**config.mk**
```make
export PLATFORM = sky130hd
export DESIGN_NAME = motor_speed_pid_controller_flat
export DESIGN_NICKNAME = d
export VERILOG_FILES = /design/src/hw/rtl/mspid_pkg.sv /design/src/hw/rtl/mspid_in_if.sv /design/src/hw/rtl/mspid_out_if.sv /design/src/hw/rtl/mspid_mul.sv /design/src/hw/rtl/mspid_div.sv /design/src/hw/rtl/mspid_ctrl.sv /design/src/hw/rtl/mspid_dp.sv /design/src/hw/rtl/motor_speed_pid_controller.sv /design/src/flat_wrapper.sv
export VERILOG_INCLUDE_DIRS = /design/src /design/src/hw/rtl
export SDC_FILE = /design/constraint.sdc
export NUM_CORES = 2
export LEC_CHECK = 0
export BUFFER_PORTS_ARGS = -buffer_cell sky130_fd_sc_hd__buf_4
export CORE_AREA = 2 2 412 455
export DETAILED_ROUTE_END_ITERATION = 10
export DIE_AREA = 0 0 414 457
export HOLD_SLACK_MARGIN = 0.06
export PLACE_DENSITY = 0.5
export RECOVER_POWER = 25
export SETUP_SLACK_MARGIN = 0.3
export SYNTH_ARGS = -nofsm -noshare
export SYNTH_HDL_FRONTEND = slang
export SYNTH_SLANG_ARGS = --single-unit
```
**constraint.sdc**
```tcl
create_clock -name clk -period 8.3 [get_ports clk]
set_input_delay 0.83 -clock clk [delete_from_list [all_inputs] [get_ports clk]]
set_output_delay 0.83 -clock clk [all_outputs]
set_load 0.1 [all_outputs]
```
**src/hw/rtl/assert_macros.svh**
```systemverilog
// Assertion helpers used by the datapath.
`ifndef ASSERT_MACROS_SVH
`define ASSERT_MACROS_SVH

// Checks a property at every rising clock edge outside reset.
`define MSPID_ASSERT(lbl, clk, rst_n, prop) \
  lbl: assert property (@(posedge clk) disable iff (!rst_n) (prop)) \
    else $error("mspid: assertion failed");

// Checks that a condition in one cycle implies a consequence in the next.
`define MSPID_ASSERT_NEXT(lbl, clk, rst_n, ante, cons) \
  lbl: assert property (@(posedge clk) disable iff (!rst_n) (ante) |=> (cons)) \
    else $error("mspid: assertion failed");

`endif

```
**src/hw/rtl/mspid_pkg.sv**
```systemverilog
`default_nettype none
package mspid_pkg;

  localparam int GAIN_FRAC_BITS_DEF = 12;
  localparam int INTEGRAL_WIDTH_DEF = 40;

  // Configuration port.
  localparam int CFG_IDX_W  = 3;
  localparam int CFG_DATA_W = 32;
  localparam logic [CFG_IDX_W-1:0] CFG_RPM_PER_STEP  = 3'd0;
  localparam logic [CFG_IDX_W-1:0] CFG_MAX_STEPS     = 3'd1;
  localparam logic [CFG_IDX_W-1:0] CFG_GAIN_P        = 3'd2;
  localparam logic [CFG_IDX_W-1:0] CFG_GAIN_I        = 3'd3;
  localparam logic [CFG_IDX_W-1:0] CFG_GAIN_D        = 3'd4;
  localparam logic [CFG_IDX_W-1:0] CFG_SPEED_LIMIT   = 3'd5;
  localparam logic [CFG_IDX_W-1:0] CFG_PULSE_TIMEOUT = 3'd6;

  localparam logic [7:0]  RST_RPM_PER_STEP  = 8'd48;
  localparam logic [6:0]  RST_MAX_STEPS     = 7'd100;
  localparam logic [15:0] RST_GAIN          = 16'd410;
  localparam logic [15:0] RST_SPEED_LIMIT   = 16'd4800;
  localparam logic [31:0] RST_PULSE_TIMEOUT = 32'd2000000;

  typedef enum logic [1:0] {
    MODE_ENCODER = 2'd0,
    MODE_PULSE   = 2'd1,
    MODE_CONTROL = 2'd2,
    MODE_UNUSED  = 2'd3
  } mode_t;

  // Shared shift-add multiplier: two multiplier bits per cycle.
  localparam int MUL_B_W   = 16;
  localparam int MUL_STEPS = MUL_B_W / 2;
  localparam int MUL_CNT_W = $clog2(MUL_STEPS);

  // Restoring divider for the pulse period: one quotient bit per cycle.
  localparam int DIV_NUM_W = 23;
  localparam int DIV_DEN_W = 32;
  localparam int DIV_CNT_W = $clog2(DIV_NUM_W);
  localparam logic [DIV_NUM_W-1:0] RPM_NUMERATOR  = 23'd6000000;
  localparam logic [31:0]          MIN_PERIOD_US  = 32'd1000;

  // Division of the drive value by 1000 as a multiply by ceil(2^28 / 1000).
  // It is exact for every dividend below 2^18.
  localparam int DRIVE_NUM_W   = 18;
  localparam int DRIVE_RECIP_W = 19;
  localparam int DRIVE_SHIFT   = 28;
  localparam logic [DRIVE_RECIP_W-1:0] DRIVE_RECIP = 19'd268436;

  localparam int N_W = 64;
  localparam logic [7:0] DRIVE_MAX = 8'd255;

  typedef enum logic [2:0] {
    MUL_NONE  = 3'd0,
    MUL_EMS   = 3'd1,
    MUL_DMS   = 3'd2,
    MUL_PROP  = 3'd3,
    MUL_INTEG = 3'd4,
    MUL_DERIV = 3'd5
  } mul_op_t;

  typedef struct packed {
    logic    load;
    logic    enc;
    logic    pulse_arm;
    logic    pulse_upd;
    logic    use_quot;
    logic    div_start;
    logic    pid_init;
    mul_op_t mul_start;
    mul_op_t mul_take;
    logic    pid_finish;
    logic    emit;
  } dp_cmd_t;

  typedef struct packed {
    mode_t mode;
    logic  waiting;
    logic  period_long;
    logic  mul_done;
    logic  div_done;
    logic  out_free;
  } dp_status_t;

endpackage
`default_nettype wire

```
**src/hw/rtl/mspid_in_if.sv**
```systemverilog
`default_nettype none
interface mspid_in_if;
  logic        valid;
  logic        ready;
  logic [1:0]  mode;
  logic        enc_a;
  logic        enc_b;
  logic [31:0] time_us;
  logic [15:0] elapsed_ms;

  modport source (output valid, mode, enc_a, enc_b, time_us, elapsed_ms, input ready);
  modport sink (input valid, mode, enc_a, enc_b, time_us, elapsed_ms, output ready);
endinterface
`default_nettype wire

```
**src/hw/rtl/mspid_out_if.sv**
```systemverilog
`default_nettype none
interface mspid_out_if;
  logic               valid;
  logic               ready;
  logic [7:0]         drive;
  logic [14:0]        reference_rpm;
  logic [15:0]        speed_rpm;
  logic signed [16:0] speed_error;
  logic               armed_for_first;

  modport source (output valid, drive, reference_rpm, speed_rpm, speed_error,
                  armed_for_first, input ready);
  modport sink (input valid, drive, reference_rpm, speed_rpm, speed_error,
                armed_for_first, output ready);
endinterface
`default_nettype wire

```
**src/hw/rtl/mspid_mul.sv**
```systemverilog
`default_nettype none
module mspid_mul import mspid_pkg::*; #(
  parameter int A_W = 40
) (
  input  wire logic                         clk,
  input  wire logic                         rst_n,
  input  wire logic                         start,
  input  wire logic signed [A_W-1:0]        a,
  input  wire logic [MUL_B_W-1:0]           b,
  output logic                              busy,
  output logic                              done,
  output logic signed [A_W+MUL_B_W-1:0]     prod
);
  localparam int P_W = A_W + MUL_B_W;

  logic signed [P_W-1:0]   acc_r, mcand_r, pp;
  logic [MUL_B_W-1:0]      mplier_r;
  logic [MUL_CNT_W-1:0]    cnt_r;
  logic                    busy_r, done_r;

  assign pp = (mplier_r[0] ? mcand_r : P_W'(0)) + (mplier_r[1] ? (mcand_r <<< 1) : P_W'(0));

  always_ff @(posedge clk) begin
    if (!rst_n) begin
      busy_r <= 1'b0;
      done_r <= 1'b0;
      cnt_r  <= '0;
    end else begin
      done_r <= 1'b0;
      if (start) begin
        busy_r <= 1'b1;
        cnt_r  <= '0;
      end else if (busy_r) begin
        cnt_r <= cnt_r + 1'b1;
        if (cnt_r == MUL_CNT_W'(MUL_STEPS - 1)) begin
          busy_r <= 1'b0;
          done_r <= 1'b1;
        end
      end
    end
  end

  always_ff @(posedge clk) begin
    if (start) begin
      acc_r    <= '0;
      mcand_r  <= P_W'(a);
      mplier_r <= b;
    end else if (busy_r) begin
      acc_r    <= acc_r + pp;
      mcand_r  <= mcand_r <<< 2;
      mplier_r <= mplier_r >> 2;
    end
  end

  assign busy = busy_r;
  assign done = done_r;
  assign prod = acc_r;
endmodule
`default_nettype wire

```
**src/hw/rtl/mspid_div.sv**
```systemverilog
`default_nettype none
module mspid_div import mspid_pkg::*; (
  input  wire logic                  clk,
  input  wire logic                  rst_n,
  input  wire logic                  start,
  input  wire logic [DIV_NUM_W-1:0]  num,
  input  wire logic [DIV_DEN_W-1:0]  den,
  output logic                       done,
  output logic [DIV_NUM_W-1:0]       quot
);
  logic [DIV_NUM_W-1:0] nq_r;
  logic [DIV_DEN_W-1:0] rem_r, den_r;
  logic [DIV_DEN_W:0]   rem_sh, rem_sub;
  logic                 fits;
  logic [DIV_CNT_W-1:0] cnt_r;
  logic                 busy_r, done_r;

  // The numerator shifts out at the top while quotient bits enter at the bottom.
  assign rem_sh  = {rem_r, nq_r[DIV_NUM_W-1]};
  assign rem_sub = rem_sh - {1'b0, den_r};
  assign fits    = rem_sh >= {1'b0, den_r};

  always_ff @(posedge clk) begin
    if (!rst_n) begin
      busy_r <= 1'b0;
      done_r <= 1'b0;
      cnt_r  <= '0;
    end else begin
      done_r <= 1'b0;
      if (start) begin
        busy_r <= 1'b1;
        cnt_r  <= '0;
      end else if (busy_r) begin
        cnt_r <= cnt_r + 1'b1;
        if (cnt_r == DIV_CNT_W'(DIV_NUM_W - 1)) begin
          busy_r <= 1'b0;
          done_r <= 1'b1;
        end
      end
    end
  end

  always_ff @(posedge clk) begin
    if (start) begin
      nq_r  <= num;
      den_r <= den;
      rem_r <= '0;
    end else if (busy_r) begin
      nq_r  <= {nq_r[DIV_NUM_W-2:0], fits};
      rem_r <= fits ? rem_sub[DIV_DEN_W-1:0] : rem_sh[DIV_DEN_W-1:0];
    end
  end

  assign done = done_r;
  assign quot = nq_r;
endmodule
`default_nettype wire

```
**src/hw/rtl/mspid_ctrl.sv**
```systemverilog
`default_nettype none
module mspid_ctrl import mspid_pkg::*; (
  input  wire logic        clk,
  input  wire logic        rst_n,
  input  wire logic        in_valid,
  output logic             in_ready,
  input  wire dp_status_t  status_i,
  output dp_cmd_t          cmd_o
);
  typedef enum logic [9:0] {
    S_IDLE      = 10'b00_0000_0001,
    S_DISPATCH  = 10'b00_0000_0010,
    S_DIV_SPD   = 10'b00_0000_0100,
    S_MUL_EMS   = 10'b00_0000_1000,
    S_MUL_DMS   = 10'b00_0001_0000,
    S_MUL_PROP  = 10'b00_0010_0000,
    S_MUL_INTEG = 10'b00_0100_0000,
    S_MUL_DERIV = 10'b00_1000_0000,
    S_PID_DEC   = 10'b01_0000_0000,
    S_FINISH    = 10'b10_0000_0000
  } state_t;

  state_t state_r, state_nxt;

  always_comb begin
    state_nxt = state_r;
    cmd_o     = '0;
    in_ready  = 1'b0;
    unique case (state_r)
      S_IDLE: begin
        in_ready = 1'b1;
        if (in_valid) begin
          cmd_o.load = 1'b1;
          state_nxt  = S_DISPATCH;
        end
      end
      S_DISPATCH: begin
        unique case (status_i.mode)
          MODE_ENCODER: begin
            cmd_o.enc = 1'b1;
            state_nxt = S_FINISH;
          end
          MODE_PULSE: begin
            if (status_i.waiting) begin
              cmd_o.pulse_arm = 1'b1;
              state_nxt       = S_FINISH;
            end else if (status_i.period_long) begin
              cmd_o.div_start = 1'b1;
              state_nxt       = S_DIV_SPD;
            end else begin
              cmd_o.pulse_upd = 1'b1;
              state_nxt       = S_FINISH;
            end
          end
          MODE_CONTROL: begin
            cmd_o.pid_init  = 1'b1;
            cmd_o.mul_start = MUL_EMS;
            state_nxt       = S_MUL_EMS;
          end
          default: state_nxt = S_FINISH;
        endcase
      end
      S_DIV_SPD: begin
        if (status_i.div_done) begin
          cmd_o.pulse_upd = 1'b1;
          cmd_o.use_quot  = 1'b1;
          state_nxt       = S_FINISH;
        end
      end
      S_MUL_EMS: begin
        if (status_i.mul_done) begin
          cmd_o.mul_take  = MUL_EMS;
          cmd_o.mul_start = MUL_DMS;
          state_nxt       = S_MUL_DMS;
        end
      end
      S_MUL_DMS: begin
        if (status_i.mul_done) begin
          cmd_o.mul_take  = MUL_DMS;
          cmd_o.mul_start = MUL_PROP;
          state_nxt       = S_MUL_PROP;
        end
      end
      S_MUL_PROP: begin
        if (status_i.mul_done) begin
          cmd_o.mul_take  = MUL_PROP;
          cmd_o.mul_start = MUL_INTEG;
          state_nxt       = S_MUL_INTEG;
        end
      end
      S_MUL_INTEG: begin
        if (status_i.mul_done) begin
          cmd_o.mul_take  = MUL_INTEG;
          cmd_o.mul_start = MUL_DERIV;
          state_nxt       = S_MUL_DERIV;
        end
      end
      S_MUL_DERIV: begin
        if (status_i.mul_done) begin
          cmd_o.mul_take = MUL_DERIV;
          state_nxt      = S_PID_DEC;
        end
      end
      S_PID_DEC: begin
        cmd_o.pid_finish = 1'b1;
        state_nxt        = S_FINISH;
      end
      S_FINISH: begin
        if (status_i.out_free) begin
          cmd_o.emit = 1'b1;
          state_nxt  = S_IDLE;
        end
      end
      default: state_nxt = S_IDLE;
    endcase
  end

  always_ff @(posedge clk) begin
    if (!rst_n) begin
      state_r <= S_IDLE;
    end else begin
      state_r <= state_nxt;
    end
  end
endmodule
`default_nettype wire

```
**src/hw/rtl/mspid_dp.sv**
```systemverilog
`default_nettype none
`include "assert_macros.svh"
module mspid_dp import mspid_pkg::*; #(
  parameter int GAIN_FRAC_BITS = GAIN_FRAC_BITS_DEF,
  parameter int INTEGRAL_WIDTH = INTEGRAL_WIDTH_DEF
) (
  input  wire logic                   clk,
  input  wire logic                   rst_n,
  input  wire logic                   cfg_we,
  input  wire logic [CFG_IDX_W-1:0]   cfg_index,
  input  wire logic [CFG_DATA_W-1:0]  cfg_data,
  input  wire logic [1:0]             in_mode,
  input  wire logic                   in_enc_a,
  input  wire logic                   in_enc_b,
  input  wire logic [31:0]            in_time_us,
  input  wire logic [15:0]            in_elapsed_ms,
  input  wire dp_cmd_t                cmd_i,
  output dp_status_t                  status_o,
  input  wire logic                   out_ready,
  output logic                        out_valid,
  output logic [7:0]                  out_drive,
  output logic [14:0]                 out_reference_rpm,
  output logic [15:0]                 out_speed_rpm,
  output logic signed [16:0]          out_speed_error,
  output logic                        out_armed_for_first
);
  localparam int IW  = INTEGRAL_WIDTH;
  localparam int AW  = (INTEGRAL_WIDTH > 36) ? INTEGRAL_WIDTH : 36;
  localparam int PW  = AW + MUL_B_W;
  localparam int SW  = PW + 1;
  localparam int DPW = DRIVE_NUM_W + DRIVE_RECIP_W;
  localparam logic signed [SW-1:0]  INT_HI   = (SW'(1) <<< (IW - 1)) - SW'(1);
  localparam logic signed [SW-1:0]  INT_LO   = -INT_HI - SW'(1);
  localparam logic signed [N_W-1:0] TERM_SAT = N_W'(1) <<< 60;
  localparam logic signed [N_W-1:0] N_LIMIT  = N_W'(255 * 1000) <<< GAIN_FRAC_BITS;

  // Configuration registers.
  logic [7:0]  rpm_step_r;
  logic [6:0]  max_steps_r;
  logic [15:0] gain_p_r, gain_i_r, gain_d_r, speed_limit_r;
  logic [31:0] timeout_r;

  // Latched input item.
  mode_t       mode_r;
  logic        enc_a_r, enc_b_r;
  logic [31:0] time_r;
  logic [15:0] ms_r;

  // Regulator state.
  logic [6:0]               step_r;
  logic [31:0]              last_r;
  logic                     waiting_r;
  logic [15:0]              speed_r;
  logic signed [IW-1:0]     integral_r;
  logic signed [17:0]       prev_r;
  logic [7:0]               drive_r;

  // Working registers of one control step.
  logic signed [16:0]       err_r;
  logic [15:0]              seen_r;
  logic signed [AW-1:0]     e1000_r, dms_r;
  logic signed [18:0]       d_r;
  logic signed [IW-1:0]     integ_r;
  logic signed [N_W-1:0]    n_r;

  logic                     out_valid_r;
  logic [7:0]               out_drive_r;
  logic [14:0]              out_ref_r;
  logic [15:0]              out_speed_r;
  logic signed [16:0]       out_err_r;
  logic                     out_armed_r;

  logic [14:0]              ref_now;
  logic signed [16:0]       err_now;
  logic signed [AW-1:0]     err_ext;
  logic [31:0]              period;
  logic [15:0]              spd_pick;
  logic                     speed_load;

  logic                     mul_start, mul_busy, mul_done;
  logic signed [AW-1:0]     mul_a;
  logic [MUL_B_W-1:0]       mul_b;
  logic signed [PW-1:0]     mul_prod;
  logic signed [N_W-1:0]    prod_n, integ_term;
  logic signed [SW-1:0]     integ_sum;
  logic signed [IW-1:0]     integ_nxt;

  logic                     div_done;
  logic [DIV_NUM_W-1:0]     div_num, div_quot;
  logic [DIV_DEN_W-1:0]     div_den;

  logic [DRIVE_NUM_W-1:0]   drive_num;
  logic [DPW-1:0]           drive_prod;

  assign ref_now    = 15'({8'd0, step_r} * {7'd0, rpm_step_r});
  assign err_now    = signed'({2'b00, ref_now}) - signed'({1'b0, speed_r});
  assign err_ext    = AW'(err_now);
  assign period     = time_r - last_r;
  assign spd_pick   = cmd_i.use_quot ? div_quot[15:0] : speed_r;
  assign speed_load = cmd_i.pulse_upd || cmd_i.pid_finish;

  always_comb begin
    mul_a = err_ext;
    mul_b = ms_r;
    case (cmd_i.mul_start)
      MUL_DMS: begin
        mul_a = AW'(d_r);
        mul_b = ms_r;
      end
      MUL_PROP: begin
        mul_a = e1000_r;
        mul_b = gain_p_r;
      end
      MUL_INTEG: begin
        mul_a = AW'(integ_r);
        mul_b = gain_i_r;
      end
      MUL_DERIV: begin
        mul_a = dms_r;
        mul_b = gain_d_r;
      end
      default: begin
        mul_a = err_ext;
        mul_b = ms_r;
      end
    endcase
  end
  assign mul_start = cmd_i.mul_start != MUL_NONE;

  mspid_mul #(.A_W(AW)) u_mul (
    .clk   (clk),
    .rst_n (rst_n),
    .start (mul_start),
    .a     (mul_a),
    .b     (mul_b),
    .busy  (mul_busy),
    .done  (mul_done),
    .prod  (mul_prod)
  );

  assign div_num = RPM_NUMERATOR;
  assign div_den = period;

  mspid_div u_div (
    .clk   (clk),
    .rst_n (rst_n),
    .start (cmd_i.div_start),
    .num   (div_num),
    .den   (div_den),
    .done  (div_done),
    .quot  (div_quot)
  );

  // Between the rails n / 2^frac stays below 255000, so the reciprocal is exact.
  assign drive_num  = n_r[GAIN_FRAC_BITS +: DRIVE_NUM_W];
  assign drive_prod = {{DRIVE_RECIP_W{1'b0}}, drive_num} *
                      {{DRIVE_NUM_W{1'b0}}, DRIVE_RECIP};

  assign integ_sum = SW'(integral_r) + SW'(mul_prod);
  always_comb begin
    if (integ_sum > INT_HI) begin
      integ_nxt = IW'(INT_HI);
    end else if (integ_sum < INT_LO) begin
      integ_nxt = IW'(INT_LO);
    end else begin
      integ_nxt = IW'(integ_sum);
    end
  end

  assign prod_n = N_W'(mul_prod);
  always_comb begin
    if (prod_n > TERM_SAT) begin
      integ_term = TERM_SAT;
    end else if (prod_n < -TERM_SAT) begin
      integ_term = -TERM_SAT;
    end else begin
      integ_term = prod_n;
    end
  end

  always_ff @(posedge clk) begin
    if (!rst_n) begin
      rpm_step_r    <= RST_RPM_PER_STEP;
      max_steps_r   <= RST_MAX_STEPS;
      gain_p_r      <= RST_GAIN;
      gain_i_r      <= RST_GAIN;
      gain_d_r      <= RST_GAIN;
      speed_limit_r <= RST_SPEED_LIMIT;
      timeout_r     <= RST_PULSE_TIMEOUT;
    end else if (cfg_we) begin
      unique case (cfg_index)
        CFG_RPM_PER_STEP:  rpm_step_r    <= cfg_data[7:0];
        CFG_MAX_STEPS:     max_steps_r   <= cfg_data[6:0];
        CFG_GAIN_P:        gain_p_r      <= cfg_data[15:0];
        CFG_GAIN_I:        gain_i_r      <= cfg_data[15:0];
        CFG_GAIN_D:        gain_d_r      <= cfg_data[15:0];
        CFG_SPEED_LIMIT:   speed_limit_r <= cfg_data[15:0];
        CFG_PULSE_TIMEOUT: timeout_r     <= cfg_data;
        default: ;
      endcase
    end
  end

  always_ff @(posedge clk) begin
    if (cmd_i.load) begin
      mode_r  <= mode_t'(in_mode);
      enc_a_r <= in_enc_a;
      enc_b_r <= in_enc_b;
      time_r  <= in_time_us;
      ms_r    <= in_elapsed_ms;
    end
    if (cmd_i.pid_init) begin
      err_r   <= err_now;
      seen_r  <= speed_r;
      e1000_r <= (err_ext <<< 10) - (err_ext <<< 4) - (err_ext <<< 3);
      d_r     <= 19'(err_now) - 19'(prev_r);
      n_r     <= '0;
    end
    case (cmd_i.mul_take)
      MUL_EMS:   integ_r <= integ_nxt;
      MUL_DMS:   dms_r   <= AW'(mul_prod);
      MUL_PROP:  n_r     <= n_r + prod_n;
      MUL_INTEG: n_r     <= n_r + integ_term;
      MUL_DERIV: n_r     <= n_r + prod_n;
      default: ;
    endcase
  end

  always_ff @(posedge clk) begin
    if (!rst_n) begin
      step_r     <= '0;
      last_r     <= '0;
      waiting_r  <= 1'b1;
      speed_r    <= '0;
      integral_r <= '0;
      prev_r     <= '0;
      drive_r    <= '0;
    end else begin
      if (cmd_i.enc) begin
        if (enc_a_r != enc_b_r) begin
          if (step_r < max_steps_r) step_r <= step_r + 1'b1;
        end else if (step_r != '0) begin
          step_r <= step_r - 1'b1;
        end
      end
      if (cmd_i.pulse_arm) begin
        last_r    <= time_r;
        waiting_r <= 1'b0;
      end
      if (cmd_i.pulse_upd) begin
        if (cmd_i.use_quot) last_r <= time_r;
        speed_r <= (spd_pick > speed_limit_r) ? speed_limit_r : spd_pick;
      end
      if (cmd_i.pid_finish) begin
        if (n_r >= N_LIMIT) begin
          integral_r <= '0;
          prev_r     <= 18'(err_r);
          drive_r    <= DRIVE_MAX;
        end else if (n_r <= 0) begin
          integral_r <= integ_r;
          prev_r     <= '0;
          drive_r    <= '0;
        end else begin
          integral_r <= integ_r;
          prev_r     <= 18'(err_r);
          drive_r    <= drive_prod[DRIVE_SHIFT +: 8];
        end
        if (period > timeout_r) waiting_r <= 1'b1;
        speed_r <= '0;
      end
    end
  end

  // A control step reports the speed and error it regulated on, before clearing.
  always_ff @(posedge clk) begin
    if (!rst_n) begin
      out_valid_r <= 1'b0;
    end else if (cmd_i.emit) begin
      out_valid_r <= 1'b1;
    end else if (out_ready) begin
      out_valid_r <= 1'b0;
    end
  end

  always_ff @(posedge clk) begin
    if (cmd_i.emit) begin
      out_drive_r <= drive_r;
      out_ref_r   <= ref_now;
      out_armed_r <= waiting_r;
      if (mode_r == MODE_CONTROL) begin
        out_speed_r <= seen_r;
        out_err_r   <= err_r;
      end else begin
        out_speed_r <= speed_r;
        out_err_r   <= err_now;
      end
    end
  end

  assign status_o.mode        = mode_r;
  assign status_o.waiting     = waiting_r;
  assign status_o.period_long = period > MIN_PERIOD_US;
  assign status_o.mul_done    = mul_done;
  assign status_o.div_done    = div_done;
  assign status_o.out_free    = !out_valid_r || out_ready;

  assign out_valid           = out_valid_r;
  assign out_drive           = out_drive_r;
  assign out_reference_rpm   = out_ref_r;
  assign out_speed_rpm       = out_speed_r;
  assign out_speed_error     = out_err_r;
  assign out_armed_for_first = out_armed_r;

  `MSPID_ASSERT(a_mul_start_idle, clk, rst_n, (cmd_i.mul_start != MUL_NONE) |-> !mul_busy)
  `MSPID_ASSERT_NEXT(a_drive_only_on_pid, clk, rst_n, !cmd_i.pid_finish, $stable(drive_r))
  `MSPID_ASSERT_NEXT(a_speed_only_on_update, clk, rst_n, !speed_load, $stable(speed_r))
endmodule
`default_nettype wire

```
**src/hw/rtl/motor_speed_pid_controller.sv**
```systemverilog
// Motor speed regulator with a PID loop and anti-windup.
// Input channel in_if carries one item per event: mode selects an encoder
// change, a rotation pulse or a control step. Result channel out_if returns
// exactly one item per input item with drive, setpoint, measured speed,
// speed error and the re-arm flag. The user must write registers through
// cfg_we, cfg_index and cfg_data only while no item is in flight; the block
// does not enforce this. One item is worked on at a time; in_if.ready is
// high only while idle, and the next item can be taken in the cycle after
// the result is registered. An encoder change, an unused mode or a pulse
// that times no period needs neither divider nor multiplier; a timed pulse
// first runs the 23-step restoring divider, and a control step computes
// five products on the shared two-bit-per-cycle multiplier, one after
// another, then the drive decision, whose quotient comes from a reciprocal
// multiply.
// Synchronous reset clears the regulator state, loads the register defaults
// and empties the output register. When the receiver stalls, the finished
// result waits in the output register and the block holds the next result
// until that one is taken.
`default_nettype none
module motor_speed_pid_controller import mspid_pkg::*; #(
  parameter int GAIN_FRAC_BITS = GAIN_FRAC_BITS_DEF,
  parameter int INTEGRAL_WIDTH = INTEGRAL_WIDTH_DEF
) (
  input  wire logic                  clk,
  input  wire logic                  rst_n,
  mspid_in_if.sink                   in_if,
  mspid_out_if.source                out_if,
  input  wire logic                  cfg_we,
  input  wire logic [CFG_IDX_W-1:0]  cfg_index,
  input  wire logic [CFG_DATA_W-1:0] cfg_data
);
  dp_cmd_t    cmd;
  dp_status_t status;

  mspid_ctrl u_ctrl (
    .clk      (clk),
    .rst_n    (rst_n),
    .in_valid (in_if.valid),
    .in_ready (in_if.ready),
    .status_i (status),
    .cmd_o    (cmd)
  );

  mspid_dp #(
    .GAIN_FRAC_BITS (GAIN_FRAC_BITS),
    .INTEGRAL_WIDTH (INTEGRAL_WIDTH)
  ) u_dp (
    .clk                 (clk),
    .rst_n               (rst_n),
    .cfg_we              (cfg_we),
    .cfg_index           (cfg_index),
    .cfg_data            (cfg_data),
    .in_mode             (in_if.mode),
    .in_enc_a            (in_if.enc_a),
    .in_enc_b            (in_if.enc_b),
    .in_time_us          (in_if.time_us),
    .in_elapsed_ms       (in_if.elapsed_ms),
    .cmd_i               (cmd),
    .status_o            (status),
    .out_ready           (out_if.ready),
    .out_valid           (out_if.valid),
    .out_drive           (out_if.drive),
    .out_reference_rpm   (out_if.reference_rpm),
    .out_speed_rpm       (out_if.speed_rpm),
    .out_speed_error     (out_if.speed_error),
    .out_armed_for_first (out_if.armed_for_first)
  );
endmodule
`default_nettype wire
```
**src/flat_wrapper.sv**
```systemverilog
// flat-port wrapper written by rule: the top's interface ports become plain ports
module motor_speed_pid_controller_flat import mspid_pkg::*;
#(
  parameter int GAIN_FRAC_BITS = GAIN_FRAC_BITS_DEF,
  parameter int INTEGRAL_WIDTH = INTEGRAL_WIDTH_DEF
)
  (clk, rst_n, cfg_we, cfg_index, cfg_data, in_if_valid, in_if_mode, in_if_enc_a, in_if_enc_b, in_if_time_us, in_if_elapsed_ms, in_if_ready, out_if_valid, out_if_drive, out_if_reference_rpm, out_if_speed_rpm, out_if_speed_error, out_if_armed_for_first, out_if_ready);
  mspid_in_if in_if_i ();
  mspid_out_if out_if_i ();
  input  wire logic clk;
  input  wire logic rst_n;
  input  wire logic cfg_we;
  input  wire logic [CFG_IDX_W-1:0] cfg_index;
  input  wire logic [CFG_DATA_W-1:0] cfg_data;
  input wire logic [$bits(in_if_i.valid)-1:0] in_if_valid;
  input wire logic [$bits(in_if_i.mode)-1:0] in_if_mode;
  input wire logic [$bits(in_if_i.enc_a)-1:0] in_if_enc_a;
  input wire logic [$bits(in_if_i.enc_b)-1:0] in_if_enc_b;
  input wire logic [$bits(in_if_i.time_us)-1:0] in_if_time_us;
  input wire logic [$bits(in_if_i.elapsed_ms)-1:0] in_if_elapsed_ms;
  output wire logic [$bits(in_if_i.ready)-1:0] in_if_ready;
  output wire logic [$bits(out_if_i.valid)-1:0] out_if_valid;
  output wire logic [$bits(out_if_i.drive)-1:0] out_if_drive;
  output wire logic [$bits(out_if_i.reference_rpm)-1:0] out_if_reference_rpm;
  output wire logic [$bits(out_if_i.speed_rpm)-1:0] out_if_speed_rpm;
  output wire logic [$bits(out_if_i.speed_error)-1:0] out_if_speed_error;
  output wire logic [$bits(out_if_i.armed_for_first)-1:0] out_if_armed_for_first;
  input wire logic [$bits(out_if_i.ready)-1:0] out_if_ready;
  assign in_if_i.valid = in_if_valid;
  assign in_if_i.mode = in_if_mode;
  assign in_if_i.enc_a = in_if_enc_a;
  assign in_if_i.enc_b = in_if_enc_b;
  assign in_if_i.time_us = in_if_time_us;
  assign in_if_i.elapsed_ms = in_if_elapsed_ms;
  assign in_if_ready = in_if_i.ready;
  assign out_if_valid = out_if_i.valid;
  assign out_if_drive = out_if_i.drive;
  assign out_if_reference_rpm = out_if_i.reference_rpm;
  assign out_if_speed_rpm = out_if_i.speed_rpm;
  assign out_if_speed_error = out_if_i.speed_error;
  assign out_if_armed_for_first = out_if_i.armed_for_first;
  assign out_if_i.ready = out_if_ready;
  motor_speed_pid_controller #(.GAIN_FRAC_BITS(GAIN_FRAC_BITS), .INTEGRAL_WIDTH(INTEGRAL_WIDTH)) u_core (.clk(clk), .rst_n(rst_n), .in_if(in_if_i), .out_if(out_if_i), .cfg_we(cfg_we), .cfg_index(cfg_index), .cfg_data(cfg_data));
endmodule
```
==> impl_metrics.env <==
export IMPL_fin_nets=6895
export IMPL_ys_flop_type="edfxtp_1"
export IMPL_p_sw_frac=0.3740
export IMPL_wl_mm=157.3
export IMPL_cts_sinks=800
export IMPL_postSynthCellCount=5996
export IMPL_ctsHoldBuffers=0
export IMPL_leakage_nw=26.25
export IMPL_fmax_mhz=130.8
export IMPL_antenna_found_initial=3
export IMPL_hold_class="input pin to flip-flop"
export IMPL_synth_area_um2=55170
export IMPL_whs_ps=307.6
export IMPL_drv_cap=5
export IMPL_fin_crit_sh=0.9213
export IMPL_slew_viol_final=290
export IMPL_slowest_stage="fa_1"
export IMPL_final_min_clock_period_ps=7646
export IMPL_core_area_um2=184900
export IMPL_slowest_delay_ps=540
export IMPL_setup_tns_ps=0
export IMPL_worst_pin_slew_ps=3732
export IMPL_worst_slew_margin_rel=-1.488
export IMPL_cts_root_buf="clkbuf_16"
export IMPL_dieArea_um2=189200
export IMPL_violations="max-capacitance violations, max-slew violations"
export IMPL_wl_per_cell_um=18.25
export IMPL_vias=42820
export IMPL_final_core_util=0.3372
export IMPL_hold_viol=0
export IMPL_crit_path_start_kind="flip-flop"
export IMPL_place_congestion=0.8894
export IMPL_p_comb_frac=0.391
export IMPL_synth_nets=6794
export IMPL_port_buffers=150
export IMPL_seqPwrFrac=0.327
export IMPL_crit_arrival_ps=8090
export IMPL_htree_levels=3
export IMPL_switchingPower_mw=5.835
export IMPL_crit_family="adder cells"
export IMPL_ys_seq_area_frac=0.3690
export IMPL_drive_gt1_frac=0.07070
export IMPL_cts_buffers=97
export IMPL_outcome="finished with violations"
export IMPL_ir_worst_vdd_v=0.0001876
export IMPL_layout_common_cells="nand2_1, inv_1, ha_1, edfxtp_1, nor2_1"
export IMPL_ys_warn_count=0
export IMPL_area_growth_pct=12.99
export IMPL_p_int_mw=9.765
export IMPL_die_w_um=414
export IMPL_setup_viol=0
export IMPL_cp_num_buf_inv=5
export IMPL_power_density_nw_per_um2=250.3
export IMPL_initial_utilization=0.2984
export IMPL_dr_pass1_iters=6
export IMPL_grt_pass1_vias=43350
export IMPL_clk_pin_slew_worst_paths_ps=60
export IMPL_row_count=166
export IMPL_async_flop_share=0
export IMPL_synth_enable_flop_cells=434
export IMPL_die_h_um=457
export IMPL_synth_distinct_cells=96
export IMPL_clock_path_buffers=3
export IMPL_end_kind="flip-flop"
export IMPL_synth_seq_cells=800
export IMPL_cts_tree="yes"
export IMPL_final_common_cell="nand2_1"
export IMPL_rsz0062_at_grt="no"
export IMPL_clk_latency_ps=720
export IMPL_grt_remaining_overflow=0
export IMPL_post_synth_cell_area_avg_um2=9.201
export IMPL_required_ps=8740
export IMPL_grt_pass1_wl_mm=247.2
export IMPL_grt_util_all_layers=0.1634
export IMPL_drtIter0Drc=2711
export IMPL_postRouteAntennaNets=0
export IMPL_fill_cells=19140
export IMPL_io_pins=151
export IMPL_drcViolationCount=0
export IMPL_p_clk_frac=0.282
export IMPL_crit_fanout=7
export IMPL_vias_per_cell=4.969
export IMPL_grt_max_degree=90
export IMPL_crit_type="flip-flop to flip-flop"
export IMPL_skew_ps=45.75
export IMPL_dp_hpwl_mm=118.0
-- kinds of logic (layout without fill, tap and decap cells) --
kind of cell | count (synthesis) | in the layout | synth area share
compound gates | 1479 | 1479 | 0.1789
xor+xnor | 265 | 265 | 0.04207
fa+ha+maj | 706 | 706 | 0.1800
buf+inv | 828 | 1013 | 0.05754
flops | 800 | 800 | 0.3690
mux | 137 | 137 | 0.02549
other cells | 0 | 2 | 0
simple gates | 1781 | 1781 | 0.1469
-- power groups by stage --
| stage | Sequential, mW | Combinational (mW) | Clock (mW) |
|---|---|---|---|
| after floorplan | 4.96 | 4.55 | 0 |
| after global placement | 5.17 | 5.84 | 0 |
| after detailed placement | 5.18 | 5.88 | 0 |
| after CTS | 5.10 | 5.92 | 4.53 |
| after global routing | 5.14 | 6.88 | 4.67 |
| final | 5.10 | 6.11 | 4.40 |
-- cells in the mapped netlist, drive strengths merged (11+ instances only) --
| cell | instances | area [µm²] |
|---|---|---|
| fa | 146 | 2923 |
| nor4 | 31 | 206.4 |
| dfxtp | 366 | 7327 |
| a211o | 11 | 96.34 |
| o21a | 78 | 585.6 |
| o31ai | 22 | 178.9 |
| a21oi | 346 | 1743 |
| a31oi | 66 | 412.9 |
| o21bai | 38 | 285.3 |
| inv | 609 | 2286 |
| a21boi | 127 | 953.4 |
| a222oi | 45 | 450.4 |
| nand3 | 106 | 530.5 |
| o211ai | 41 | 307.8 |
| buf | 22 | 148.9 |
| xor2 | 107 | 937.2 |
| clkbuf | 197 | 739.5 |
| mux2i | 109 | 1091 |
| a22oi | 16 | 125.1 |
| nor2 | 395 | 1483 |
| ha | 560 | 7007 |
| a21o | 155 | 1164 |
| edfxtp | 434 | 13030 |
| a211oi | 60 | 475.5 |
| and4 | 12 | 105.1 |
| xnor2 | 158 | 1384 |
| nand2b | 53 | 331.6 |
| and3 | 37 | 231.5 |
| nand2 | 787 | 2957 |
| a22o | 60 | 525.5 |
| nor3 | 71 | 355.3 |
| o21ai | 301 | 1518 |
| a2111oi | 12 | 105.1 |
| mux2 | 28 | 315.3 |
| or3 | 28 | 175.2 |
| nor2b | 73 | 456.7 |
| nand4 | 60 | 375.4 |
| and2 | 74 | 465.5 |
-- worst reg2reg max path, delay by kind of cell (launching register included) --
family / cells / cell delay [ps]
AOI/OAI and AO/OA: 12 / 2040
and+or+nand+nor: 9 / 890
buffers and inverters: 5 / 560
adders and majority gates: 8 / 3110
xor gates and xnor gates: 3 / 420
DFF: 1 / 370
-- metal layers --
layer,global-route usage,vias to the layer above,part of all wire,wire (µm)
met5,0,-,0,0
met3,0.01893,189,0.040,6244
met2,0.2844,788,0.48,75460
met1,0.2124,20480,0.46,71810
li1,-,21370,-,-
met4,0.04598,0,0.024,3789
-- path summary, 6_finish.rpt --
| path | startpoint | to | slack (ps) | cells after the start |
|---|---|---|---|---|
| worst max-delay path | u_core.u_dp.step_r[1] | u_core.u_dp.e1000_r[21] | 650 | 37 |
| worst min-delay path | in_if_elapsed_ms[12] | u_core.u_dp.ms_r[12] | 310 | 1 |
| worst max register to register | u_core.u_dp.step_r[1] | u_core.u_dp.e1000_r[21] | 650 | 37 |
| worst min register to register | u_core.u_dp.drive_r[1] | u_core.u_dp.out_drive[1] | 430 | 0 |
-- timing repair --
item / CTS / global route
cloned: 0 / 0
buffers inserted: 0 / 2
endpoints found under the setup margin: 8 / 10
pin swaps: 2 / 11
resized for setup: 6 / 45
endpoints found under the hold margin: 0 / 0
-- flip-flops by register name, indices dropped and copies added, names as in the netlist, 17 cells and up --
name,count
u_core.u_dp.time_r,32
u_core.u_dp.dms_r,40
u_core.u_dp.last_r,32
u_core.u_dp.e1000_r,25
u_core.u_dp.err_r,17
u_core.u_dp.u_mul.prod,56
u_core.u_dp.u_mul.mcand_r,56
u_core.u_dp.integral_r,40
u_core.u_dp.prev_r,17
u_core.u_dp.u_div.den_r,32
u_core.u_dp.u_div.quot,23
u_core.u_dp.timeout_r,32
u_core.u_dp.out_speed_error,17
u_core.u_dp.integ_r,40
u_core.u_dp.u_div.rem_r,32
u_core.u_dp.d_r,19
u_core.u_dp.n_r,64
-- final cells by class --
type | count | area [µm²] | share of cell area
Tap cell | 2436 | 3048 | 0.04890
Clock inverter | 48 | 589.3 | 0.009454
Inverter | 609 | 2287 | 0.03669
Multi-Input combinational cell | 4368 | 31960 | 0.5127
Timing Repair Buffer | 221 | 1396 | 0.02240
Sequential cell | 800 | 20370 | 0.3268
Clock buffer | 135 | 2680 | 0.04300
Antenna cell | 2 | 5.005 | 0.00008029
-- stage by stage --
step	area, µm²	worst slack, ps	total power, mW	cells
6_report	62330	653.5	15.60	8619
5_1_grt	62330	130.0	16.69	8617
4_1_cts	62410	310.7	15.55	8615
3_5_place_dp	59120	103.8	11.06	8432
3_3_place_gp	59120	249.7	11.02	8432
2_1_floorplan	55170	650.6	9.512	5996
Power figures use the tool's default switching activity.
